`config.mk`:
```
export PLATFORM = sky130hd
export DESIGN_NAME = multi_channel_delay_timer_top_flat
export DESIGN_NICKNAME = d
export VERILOG_FILES = /design/src/rtl/core/mcdt_pkg.sv /design/src/rtl/core/mcdt_if.sv /design/src/rtl/core/multi_channel_delay_timer_top.sv /design/src/flat_wrapper.sv
export SDC_FILE = /design/constraint.sdc
export NUM_CORES = 1
export LEC_CHECK = 0
export ABC_CLOCK_PERIOD_IN_PS = 7700
export BUFFER_PORTS_ARGS = -buffer_cell sky130_fd_sc_hd__buf_2
export CAP_MARGIN = 25
export CORE_MARGIN = 2
export CORE_UTILIZATION = 43
export DETAILED_ROUTE_END_ITERATION = 6
export SETUP_SLACK_MARGIN = 0.05
export SYNTH_ARGS = -nofsm -noshare
export SYNTH_HDL_FRONTEND = slang
export SYNTH_SLANG_ARGS = --single-unit
```
`constraint.sdc`:
```
create_clock -name clk -period 7.7 [get_ports clk]
set_input_delay 1.155 -clock clk [delete_from_list [all_inputs] [get_ports clk]]
set_output_delay 1.155 -clock clk [all_outputs]
set_load 0.01 [all_outputs]
```
`src/rtl/core/mcdt_pkg.sv`:
```
// Shared types, codes and constants of the multi-channel delay timer.
`timescale 1ns / 1ps

package mcdt_pkg;

  localparam int CHANNELS_DEF = 2;
  localparam int RESULT_LIMIT = 2;

  localparam logic [2:0] CMD_TICK      = 3'd0;
  localparam logic [2:0] CMD_STATUS    = 3'd1;
  localparam logic [2:0] CMD_ON_DELAY  = 3'd2;
  localparam logic [2:0] CMD_OFF_DELAY = 3'd3;
  localparam logic [2:0] CMD_ON_TIMED  = 3'd4;
  localparam logic [2:0] CMD_ABORT     = 3'd5;

  localparam logic [2:0] EV_NONE   = 3'd0;
  localparam logic [2:0] EV_ON     = 3'd1;
  localparam logic [2:0] EV_OFF    = 3'd2;
  localparam logic [2:0] EV_ABORT  = 3'd3;
  localparam logic [2:0] EV_STATUS = 3'd4;

  localparam logic [1:0] ACT_NONE = 2'd0;
  localparam logic [1:0] ACT_ON   = 2'd1;
  localparam logic [1:0] ACT_OFF  = 2'd2;

  typedef struct packed {
    logic [3:0] channel;
    logic [2:0] event_res;
    logic       state;
    logic       error;
  } res_t;

endpackage

```
`src/rtl/core/mcdt_if.sv`:
```
// Valid/ready channel interfaces for timer commands and timer results.
`timescale 1ns / 1ps

interface mcdt_cmd_if;
  logic        valid;
  logic        ready;
  logic [2:0]  cmd;
  logic [3:0]  channel;
  logic [31:0] now_ms;
  logic [31:0] delay_ms;
  logic        report_status;

  modport source (output valid, cmd, channel, now_ms, delay_ms, report_status,
                  input ready);
  modport sink (input valid, cmd, channel, now_ms, delay_ms, report_status,
                output ready);
endinterface

interface mcdt_res_if;
  logic       valid;
  logic       ready;
  logic [3:0] out_channel;
  logic [2:0] event_res;
  logic       out_state;
  logic       error;
  logic       last;

  modport source (output valid, out_channel, event_res, out_state, error, last,
                  input ready);
  modport sink (input valid, out_channel, event_res, out_state, error, last,
                output ready);
endinterface

```
`src/rtl/core/multi_channel_delay_timer_top.sv`:
```
// Multi-channel delay timer: command decode, channel walk and result queue.
// A command passes through S_EXEC to S_OUT and gives its one result beat there.
// A tick walks one channel per cycle through the shared 32-bit adder, stopping
// after the last channel or at the second result, then gives one beat per cycle
// while rsp.ready is high. A new item is taken only in S_IDLE, once all beats are out.
// Reset is synchronous: all outputs off, no actions pending, no beat queued.
`timescale 1ns / 1ps

module multi_channel_delay_timer_top
  import mcdt_pkg::*;
#(
  parameter int CHANNELS = CHANNELS_DEF
) (
  input  logic         clk,
  input  logic         rst,
  mcdt_cmd_if.sink     req,
  mcdt_res_if.source   rsp
);

  localparam int CH_W   = (CHANNELS > 1) ? $clog2(CHANNELS) : 1;
  localparam int CNT_W  = $clog2(RESULT_LIMIT + 1);
  localparam int SLOT_W = (RESULT_LIMIT > 1) ? $clog2(RESULT_LIMIT) : 1;

  typedef enum logic [1:0] {S_IDLE, S_WALK, S_EXEC, S_OUT} state_t;

  state_t              state;
  logic [2:0]          cmd;
  logic [3:0]          chan;
  logic [31:0]         now;
  logic [31:0]         dly;
  logic                rep;
  logic [CH_W-1:0]     idx;
  logic [CNT_W-1:0]    nres;
  logic [SLOT_W-1:0]   emit;
  res_t                slot [RESULT_LIMIT];

  logic [CHANNELS-1:0] output_on;
  logic [1:0]          pend [CHANNELS];
  logic [31:0]         deadline [CHANNELS];

  logic                ch_ok;
  logic [CH_W-1:0]     addr;
  logic                rd_on;
  logic [1:0]          rd_act;
  logic [31:0]         alu_b;
  logic                alu_cin;
  logic [31:0]         alu_sum;
  logic                expired;
  logic                walk_hit;
  logic                walk_chg;
  logic                walk_on;
  logic [CNT_W-1:0]    nres_next;
  logic                is_last;
  res_t                exec_res;

  assign ch_ok   = {1'b0, chan} < 5'(CHANNELS);
  assign addr    = (state == S_WALK) ? idx : (ch_ok ? chan[CH_W-1:0] : '0);
  assign rd_on   = output_on[addr];
  assign rd_act  = pend[addr];

  assign alu_b   = (state == S_WALK) ? ~deadline[addr] : dly;
  assign alu_cin = (state == S_WALK);
  assign alu_sum = now + alu_b + {31'd0, alu_cin};

  assign expired   = ~alu_sum[31];
  assign walk_hit  = ((rd_act == ACT_ON) || (rd_act == ACT_OFF)) && expired;
  assign walk_on   = (rd_act == ACT_ON);
  assign walk_chg  = walk_hit && (rd_on != walk_on);
  assign nres_next = nres + CNT_W'(walk_chg);

  assign is_last   = (CNT_W'(emit) + CNT_W'(1)) == nres;

  always_comb begin
    exec_res.channel   = chan;
    exec_res.event_res = EV_NONE;
    exec_res.state     = ch_ok ? rd_on : 1'b0;
    exec_res.error     = !ch_ok;
    if (ch_ok) begin
      unique case (cmd)
        CMD_STATUS: begin
          exec_res.event_res = rep ? EV_STATUS : EV_NONE;
        end
        CMD_ON_DELAY, CMD_OFF_DELAY: begin
          exec_res.event_res = EV_NONE;
        end
        CMD_ON_TIMED: begin
          exec_res.state     = 1'b1;
          exec_res.event_res = rd_on ? EV_NONE : EV_ON;
        end
        CMD_ABORT: begin
          exec_res.event_res = EV_ABORT;
        end
        default: begin
          exec_res.error = 1'b1;
        end
      endcase
    end
  end

  assign req.ready       = (state == S_IDLE);
  assign rsp.valid       = (state == S_OUT);
  assign rsp.out_channel = slot[emit].channel;
  assign rsp.event_res   = slot[emit].event_res;
  assign rsp.out_state   = slot[emit].state;
  assign rsp.error       = slot[emit].error;
  assign rsp.last        = is_last;

  always_ff @(posedge clk) begin
    if (rst) begin
      state     <= S_IDLE;
      output_on <= '0;
      for (int i = 0; i < CHANNELS; i++) begin
        pend[i]     <= ACT_NONE;
        deadline[i] <= '0;
      end
      nres      <= '0;
      emit      <= '0;
      idx       <= '0;
    end else begin
      unique case (state)
        S_IDLE: begin
          if (req.valid) begin
            cmd   <= req.cmd;
            chan  <= req.channel;
            now   <= req.now_ms;
            dly   <= req.delay_ms;
            rep   <= req.report_status;
            idx   <= '0;
            nres  <= '0;
            emit  <= '0;
            state <= (req.cmd == CMD_TICK) ? S_WALK : S_EXEC;
          end
        end
        S_WALK: begin
          if (walk_hit) begin
            pend[idx]      <= ACT_NONE;
            output_on[idx] <= walk_on;
          end
          if (walk_chg) begin
            slot[nres[SLOT_W-1:0]] <= '{channel:   4'(idx),
                                       event_res: walk_on ? EV_ON : EV_OFF,
                                       state:     walk_on,
                                       error:     1'b0};
          end
          nres <= nres_next;
          if ((idx == CH_W'(CHANNELS - 1)) || (nres_next == CNT_W'(RESULT_LIMIT))) begin
            state <= (nres_next != '0) ? S_OUT : S_IDLE;
          end else begin
            idx <= idx + CH_W'(1);
          end
        end
        S_EXEC: begin
          slot[0] <= exec_res;
          nres    <= CNT_W'(1);
          state   <= S_OUT;
          if (ch_ok) begin
            unique case (cmd)
              CMD_ON_DELAY: begin
                pend[addr]     <= ACT_ON;
                deadline[addr] <= alu_sum;
              end
              CMD_OFF_DELAY: begin
                pend[addr]     <= ACT_OFF;
                deadline[addr] <= alu_sum;
              end
              CMD_ON_TIMED: begin
                pend[addr]      <= ACT_OFF;
                deadline[addr]  <= alu_sum;
                output_on[addr] <= 1'b1;
              end
              CMD_ABORT: begin
                pend[addr]     <= ACT_NONE;
                deadline[addr] <= '0;
              end
              default: begin
              end
            endcase
          end
        end
        S_OUT: begin
          if (rsp.ready) begin
            if (is_last) begin
              state <= S_IDLE;
            end else begin
              emit <= emit + SLOT_W'(1);
            end
          end
        end
        default: begin
          state <= S_IDLE;
        end
      endcase
    end
  end

  a_no_overlap: assert property (@(posedge clk) disable iff (rst)
    rsp.valid |-> !req.ready)
    else $error("result beat shown while taking a new item");

  a_res_bound: assert property (@(posedge clk) disable iff (rst)
    nres <= CNT_W'(RESULT_LIMIT))
    else $error("result count beyond limit");

  a_out_nonempty: assert property (@(posedge clk) disable iff (rst)
    (state == S_OUT) |-> (nres != '0))
    else $error("output state with no queued result");

  a_busy_after_take: assert property (@(posedge clk) disable iff (rst)
    (req.valid && req.ready) |=> !req.ready)
    else $error("ready held after accepting an item");

  a_cmd_one_beat: assert property (@(posedge clk) disable iff (rst)
    (state == S_EXEC) |=> (rsp.valid && rsp.last))
    else $error("command did not give a single final beat");

endmodule

```
`src/flat_wrapper.sv`:
```
// flat-port wrapper written by rule: the top's interface ports become plain ports
module multi_channel_delay_timer_top_flat import mcdt_pkg::*;
#(
  parameter int CHANNELS = CHANNELS_DEF
)
  (clk, rst, req_valid, req_cmd, req_channel, req_now_ms, req_delay_ms, req_report_status, req_ready, rsp_valid, rsp_out_channel, rsp_event_res, rsp_out_state, rsp_error, rsp_last, rsp_ready);
  mcdt_cmd_if req_i ();
  mcdt_res_if rsp_i ();
  input  logic clk;
  input  logic rst;
  input wire logic [$bits(req_i.valid)-1:0] req_valid;
  input wire logic [$bits(req_i.cmd)-1:0] req_cmd;
  input wire logic [$bits(req_i.channel)-1:0] req_channel;
  input wire logic [$bits(req_i.now_ms)-1:0] req_now_ms;
  input wire logic [$bits(req_i.delay_ms)-1:0] req_delay_ms;
  input wire logic [$bits(req_i.report_status)-1:0] req_report_status;
  output wire logic [$bits(req_i.ready)-1:0] req_ready;
  output wire logic [$bits(rsp_i.valid)-1:0] rsp_valid;
  output wire logic [$bits(rsp_i.out_channel)-1:0] rsp_out_channel;
  output wire logic [$bits(rsp_i.event_res)-1:0] rsp_event_res;
  output wire logic [$bits(rsp_i.out_state)-1:0] rsp_out_state;
  output wire logic [$bits(rsp_i.error)-1:0] rsp_error;
  output wire logic [$bits(rsp_i.last)-1:0] rsp_last;
  input wire logic [$bits(rsp_i.ready)-1:0] rsp_ready;
  assign req_i.valid = req_valid;
  assign req_i.cmd = req_cmd;
  assign req_i.channel = req_channel;
  assign req_i.now_ms = req_now_ms;
  assign req_i.delay_ms = req_delay_ms;
  assign req_i.report_status = req_report_status;
  assign req_ready = req_i.ready;
  assign rsp_valid = rsp_i.valid;
  assign rsp_out_channel = rsp_i.out_channel;
  assign rsp_event_res = rsp_i.event_res;
  assign rsp_out_state = rsp_i.out_state;
  assign rsp_error = rsp_i.error;
  assign rsp_last = rsp_i.last;
  assign rsp_i.ready = rsp_ready;
  multi_channel_delay_timer_top #(.CHANNELS(CHANNELS)) u_core (.clk(clk), .rst(rst), .req(req_i), .rsp(rsp_i));
endmodule
```
### Word-level counts from Yosys, hierarchy flattened

Memories as Yosys holds them, arrays and structs flattened. A register that Yosys moved wholly into a read port is not among the register bits.
Cells that the tools add are included.

* register bits: 80
* bits in writable memories: 86
* memories: 3

Memory list
* u_core.deadline: words 2, width 32, rd ports 1, clocked after memory_dff 0, wr ports 2, line multi_channel_delay_timer_top.sv:39 `logic [31:0] deadline [CHANNELS];`
* u_core.slot: words 2, width 9, rd ports 1, clocked after memory_dff 1, wr ports 1, line multi_channel_delay_timer_top.sv:35 `res_t slot [RESULT_LIMIT];`
* u_core.pend: words 2, width 2, rd ports 1, clocked after memory_dff 0, wr ports 2, line multi_channel_delay_timer_top.sv:38 `logic [1:0] pend [CHANNELS];`

* add/sub/neg operators: 6
* $lt $le $gt $ge: 5
* equality and inequality tests: 22
* muxes and demuxes: 90
* bitwise logic cells: 10
* reduce and logical (&&, ||, !) cells: 25

Operators by type and width (count)
* $mux W32: 5
* $mux W1: 57
* $add A32 B1 Y32: 1
* $add A32 B32 Y32: 1
* $mux W2: 16
* $not A32 Y32: 1
* $reduce_or A32 Y1: 1
* $reduce_and A4 Y1: 3
* $ne A2 B2 Y1 const B: 5
* $mux W9: 1
* $pmux W3 S3: 1
* $reduce_or A9 Y1: 1
* $eq A2 B2 Y1 const B: 4
* $ne A2 B1 Y1 const B: 4
* $pmux W2 S4: 1
* $reduce_bool A2 Y1: 4
* $eq A3 B2 Y1 const B: 2
* $eq A3 B3 Y1 const B: 2
* $or A1 B1 Y1: 6
* $pmux W2 S3: 1
* $reduce_and A3 Y1: 2
* $mux W5: 1
* $reduce_or A5 Y1: 1
* $eq A2 B1 Y1 const B: 2
* 24 further kinds: 35

### Logic depth before layout (Yosys ltp)

An unclocked memory read counts as a cell.

* depth after elaboration: 17
* gate-level depth with buffers: 27

### Worst setup path before layout

Ideal clock, no wire load.

* path type: input to register
* from: input port rst
* to: register u_core.chan[0] (enable)
* setup time: 0.502 ns
* data arrival time: 4.384 ns
* required time: 7.198 ns
* slack: 2.813 ns
* stages: 2
* buffers on the path: 1
* cell sequence: clkbuf_1 -> nor2_1

* word-level cells in the longest chain between the ends: 2

RTL lines
* start: declaration: line flat_wrapper.sv:10 `input logic rst;`
* $not A1 Y1 (no line)
* $reduce_and A3 Y1 (no line)
* end signal: assignment: line multi_channel_delay_timer_top.sv:124 `chan <= req.channel;`
* end: declaration: line multi_channel_delay_timer_top.sv:28 `logic [3:0] chan;`

Every way passes these cells.
A chain may end at the register's enable or synchronous reset.

### Final worst setup path

* from: register u_core.state[1]
* to: register u_core.state[1]

* word-level cells in the longest chain between the ends: 15
* elaborated cells between the ends (all ways): 32

RTL lines
* start: declaration: line multi_channel_delay_timer_top.sv:26 `state_t state;`
* start signal: assignment: line multi_channel_delay_timer_top.sv:131 `state <= (req.cmd == CMD_TICK) ? S_WALK : S_EXEC;`
* start signal: assignment: line multi_channel_delay_timer_top.sv:147 `state <= (nres_next != '0) ? S_OUT : S_IDLE;`
* $eq A2 B1 Y1
* $mux W1: line multi_channel_delay_timer_top.sv:57 `assign addr = (state == S_WALK) ? idx : (ch_ok ? chan[CH_W-1:0] : '0);`
* $mem_v2 Z2 W32
* $not A32 Y32: line multi_channel_delay_timer_top.sv:61 `assign alu_b = (state == S_WALK) ? ~deadline[addr] : dly;`
* $mux W32: line multi_channel_delay_timer_top.sv:61
* $add A32 B32 Y32: line multi_channel_delay_timer_top.sv:63 `assign alu_sum = now + alu_b + {31'd0, alu_cin};`
* $add A32 B1 Y32: line multi_channel_delay_timer_top.sv:63
* $not A1 Y1: line multi_channel_delay_timer_top.sv:65 `assign expired = ~alu_sum[31];`
* $logic_and A1 B1 Y1: line multi_channel_delay_timer_top.sv:66 `assign walk_hit = ((rd_act == ACT_ON) || (rd_act == ACT_OFF)) && expired;`
* $logic_and A1 B1 Y1: line multi_channel_delay_timer_top.sv:68 `assign walk_chg = walk_hit && (rd_on != walk_on);`
* $add A2 B1 Y2: line multi_channel_delay_timer_top.sv:69 `assign nres_next = nres + CNT_W'(walk_chg);`
* $reduce_bool A2 Y1 or $eq A2 B2 Y1 (tied branches): line multi_channel_delay_timer_top.sv:147, multi_channel_delay_timer_top.sv:146
* $mux W2 or $logic_or A1 B1 Y1 (tied branches): line multi_channel_delay_timer_top.sv:147, multi_channel_delay_timer_top.sv:146
* $mux W2 or $ne A2 B2 Y1 (tied branches)
* $pmux W2 S4 or $reduce_and A4 Y1 (tied branches)

Several ways; a longest one is shown, not always the timed one. The select of a mux whose other input is x is not followed.

==> out/summary.txt <==
Crit path time final -> 6.10 ns
CP Launch Type -> flop
Slowest-stage cell, CP -> o21a_2
Fin Clk Skew -> 0.00999 ns
Routed len/inst -> 17.7 um
Synth area leaders -> edfxtp_1 56%, nor2_1 5.5%, ha_1 5.5%, a21oi_1 4.0%, o22a_1 3.1%
Largest net degree at the start of global routing -> 47
Setup-failing EPs final -> 0
Synth Flop Type -> edfxtp_1
WP buf/inv -> 1
Netlist cell types -> 67
Port Buffers -> 87
# IOs -> 88
Post-synth EDFFs -> 158
Synth warn -> 0
Leakage Power -> 3.71 nW
Power Internal -> 1.96 mW
GRT overflow -> 0
Core area -> 19400 um^2
Root buffer cell -> clkbuf_16
Delay of the slowest cell on the worst path -> 0.88 ns
Combinational fraction of design power -> 37.3%
Worst Path Max Fanout -> 38
Iter 0 DRT Violations -> 400
Ys async rst share -> 0%
Pre-CTS setup slack -> 1.60 ns
ANT cells -> 0
Worst hold path type -> reg -> reg
Register area share after synthesis -> 58.2%
Critical Path AT -> 6.40 ns
DP HPWL -> 13.2 mm
Final net count -> 925
FILL cells -> 1784
Initial antenna violation count -> 0
#FFs+latches synth -> 167
Final setup margin -> 1.60 ns
Drt first pass iters -> 7
Setup TNS -> 0 ns
Gpl congestion -> 0.864
Synthesized net count -> 842
Vias in the first global route -> 5952
Final Power -> 3.07 mW
Register Area -> 4920 um^2
Clock share of power -> 26.2%
Total setup buffers inserted after CTS -> 0
Chip height -> 144 um
Max-slew violation count -> 0
CP Depth -> 22
First-pass GRT wire length -> 30.1 mm
CP top delay family -> compound AO/OA/AOI/OAI gates
Mapped cell area -> 8470 um^2
Row cnt -> 51
Clock-pin slew on the worst setup and hold paths -> 0.06 ns
Crit Path Class -> reg -> reg
Seq pwr share -> 36.5%
Remaining antenna violation count -> 0
Fmax -> 0.164 GHz
Max-cap violations -> 0
Sw Ratio -> 36.2%
Hold_buf cts -> 0
Cell depth of the worst flop-to-flop path -> 22
Worst-skew pair later-pin latency -> 0.43 ns
Cell Chain, Critical Path -> inv_1, ha_2, o21a_2, o22a_1, a21oi_1, ha_1, a21oi_1, o21ai_0, a31oi_1, nand2_4, a211oi_2, nor2_2, xnor2_2, nor3b_2, ha_1, xnor2_1, nor2_1, nor3_1, a211oi_1, o211ai_1, o22ai_1, nor2_1
CTS Sinks -> 167
CTS tree -> built
Worst VDD drop -> 0.178 mV
Initial Utilization -> 43.7%
WHS -> 0.566 ns
Slew of the pin with the lowest slew margin -> 0.938 ns
RSZ-0062 raised after global routing -> false
Width of the die -> 144 um
Vias/cell -> 5.45
Final Hold Fails -> 0
Ratio of cells with drive above 1 in the final layout -> 19.9%
Synthesis-to-finish area growth -> 14.8%
Worst setup EP type -> flop
Final WL -> 19.3 mm
Data required, critical path -> 8.00 ns
Hold path depth -> 1
Yosys top cell area share -> 56.0%
Multi-input gate area -> 3370 um^2
CTS resizes -> 0
Maximum clock path buffer count -> 2
Area leader, netlist -> edfxtp_1
Status -> finished clean
Syn avg cell area -> 11.6 um^2
Power Density -> 316 nW/um^2
DR vias -> 5927
Net switching power -> 1.11 mW
Part of the cycle the worst path needs -> 79.2%
Max-slew headroom -> 37.4%
Num CTS Buffers -> 17
Post-Synthesis Cells -> 727
Die area -> 20800 um^2
GRT Overall Usage -> 19.0%
Residual DRC count -> 0
H-tree level count -> 4
-- flip-flops by register name, indices dropped and copies added, names as in the netlist, named ones only --
signal / count
u_core.deadline: 64
u_core.dly: 32
u_core.now: 32
u_core.slot: 18
u_core.chan: 4
u_core.pend: 4
u_core.cmd: 3
u_core.nres: 2
u_core.output_on: 2
u_core.state: 2
u_core.emit: 1
u_core.idx: 1
u_core.rep: 1
-- power groups by stage --
stage	Clock [mW]	Combinational (mW)	Sequential [mW]
after detailed placement	0	1.14	1.14
after global placement	0	1.10	1.14
after CTS	0.822	1.14	1.12
final	0.806	1.15	1.12
after global routing	0.860	1.27	1.13
after floorplan	0	0.878	1.13
-- layout by cell type, fill, tap and decap left out, types with 6 or more instances in the layout --
master / instances
edfxtp_1: 158
nor2_1: 123
buf_2: 87
a21oi_1: 67
nand2_1: 41
ha_1: 36
o22a_1: 30
o21ai_0: 20
xnor2_1: 18
clkbuf_16: 17
inv_1: 15
nor3_1: 15
a21o_1: 13
xor2_1: 12
mux2_2: 11
nor2b_1: 9
nand3_1: 9
dfxtp_1: 9
o21a_1: 8
buf_4: 7
and2_1: 6
nand2b_1: 6
clkinv_2: 6
-- Yosys cell counts (3+ instances only) --
master      n
mux2_2     11
o211ai_1    5
o22a_1     30
nor2_1    124
nand4_1     5
xor2_1     12
inv_1      15
o21ai_0    20
o21ai_1     4
a21oi_2     5
dfxtp_1     9
mux2i_1     4
ha_1       37
nor2b_1     9
o21bai_1    3
a21oi_1    67
nand2b_1    6
clkbuf_1   17
edfxtp_1  158
a211oi_1    3
a41o_1      3
a31oi_1     4
nand3_1     9
buf_1       5
o21a_1      9
and2_1      6
a21o_1     13
xnor2_1    18
nand2_1    41
nor3_1     15
buf_2       7
and3_1      5
-- path summary, 6_finish.rpt --
kind,slack [ns],end,start
max,1.60,u_core.state[1],u_core.state[1]
min,0.57,u_core.output_on[0],u_core.output_on[0]
max reg2reg,1.60,u_core.state[1],u_core.state[1]
min reg2reg,0.57,u_core.output_on[0],u_core.output_on[0]
-- metrics by stage --
stage,cell area (um^2),util (%),std cells
floorplan,8470,-,727
global placement,9170,47.3,1056
detailed placement,9170,47.3,1056
CTS,9730,50.1,1088
global route,9730,50.1,1088
finish,9730,50.1,1088
-- cell families (layout without fill, tap and decap cells) --
group / Yosys count / count (layout) / synth area share (%)
buf+inv: 46 / 142 / 2.23
xor+xnor: 31 / 31 / 3.29
compound gates: 191 / 191 / 15.6
mux: 15 / 15 / 1.94
flops: 167 / 167 / 58.2
simple gates: 238 / 238 / 12.8
fa+ha+maj: 39 / 39 / 5.94
-- per-layer routing --
metal,global-route usage (%),up-vias,part of all wire [%]
met5,0,-,0
met4,5.98,0,1.5
met3,3.31,21,4.0
met2,32.4,143,49
met1,24.7,2879,45
li1,-,2884,-
-- cell type report --
type | instances | area share, %
clock buffer | 17 | 4.37
clock inverter | 15 | 1.34
inverter | 16 | 0.618
multi-input combinational | 514 | 34.6
sequential | 167 | 50.6
tap | 265 | 3.41
timing repair buffer | 94 | 5.02
Note: power is estimated with default switching activity, not from simulation.
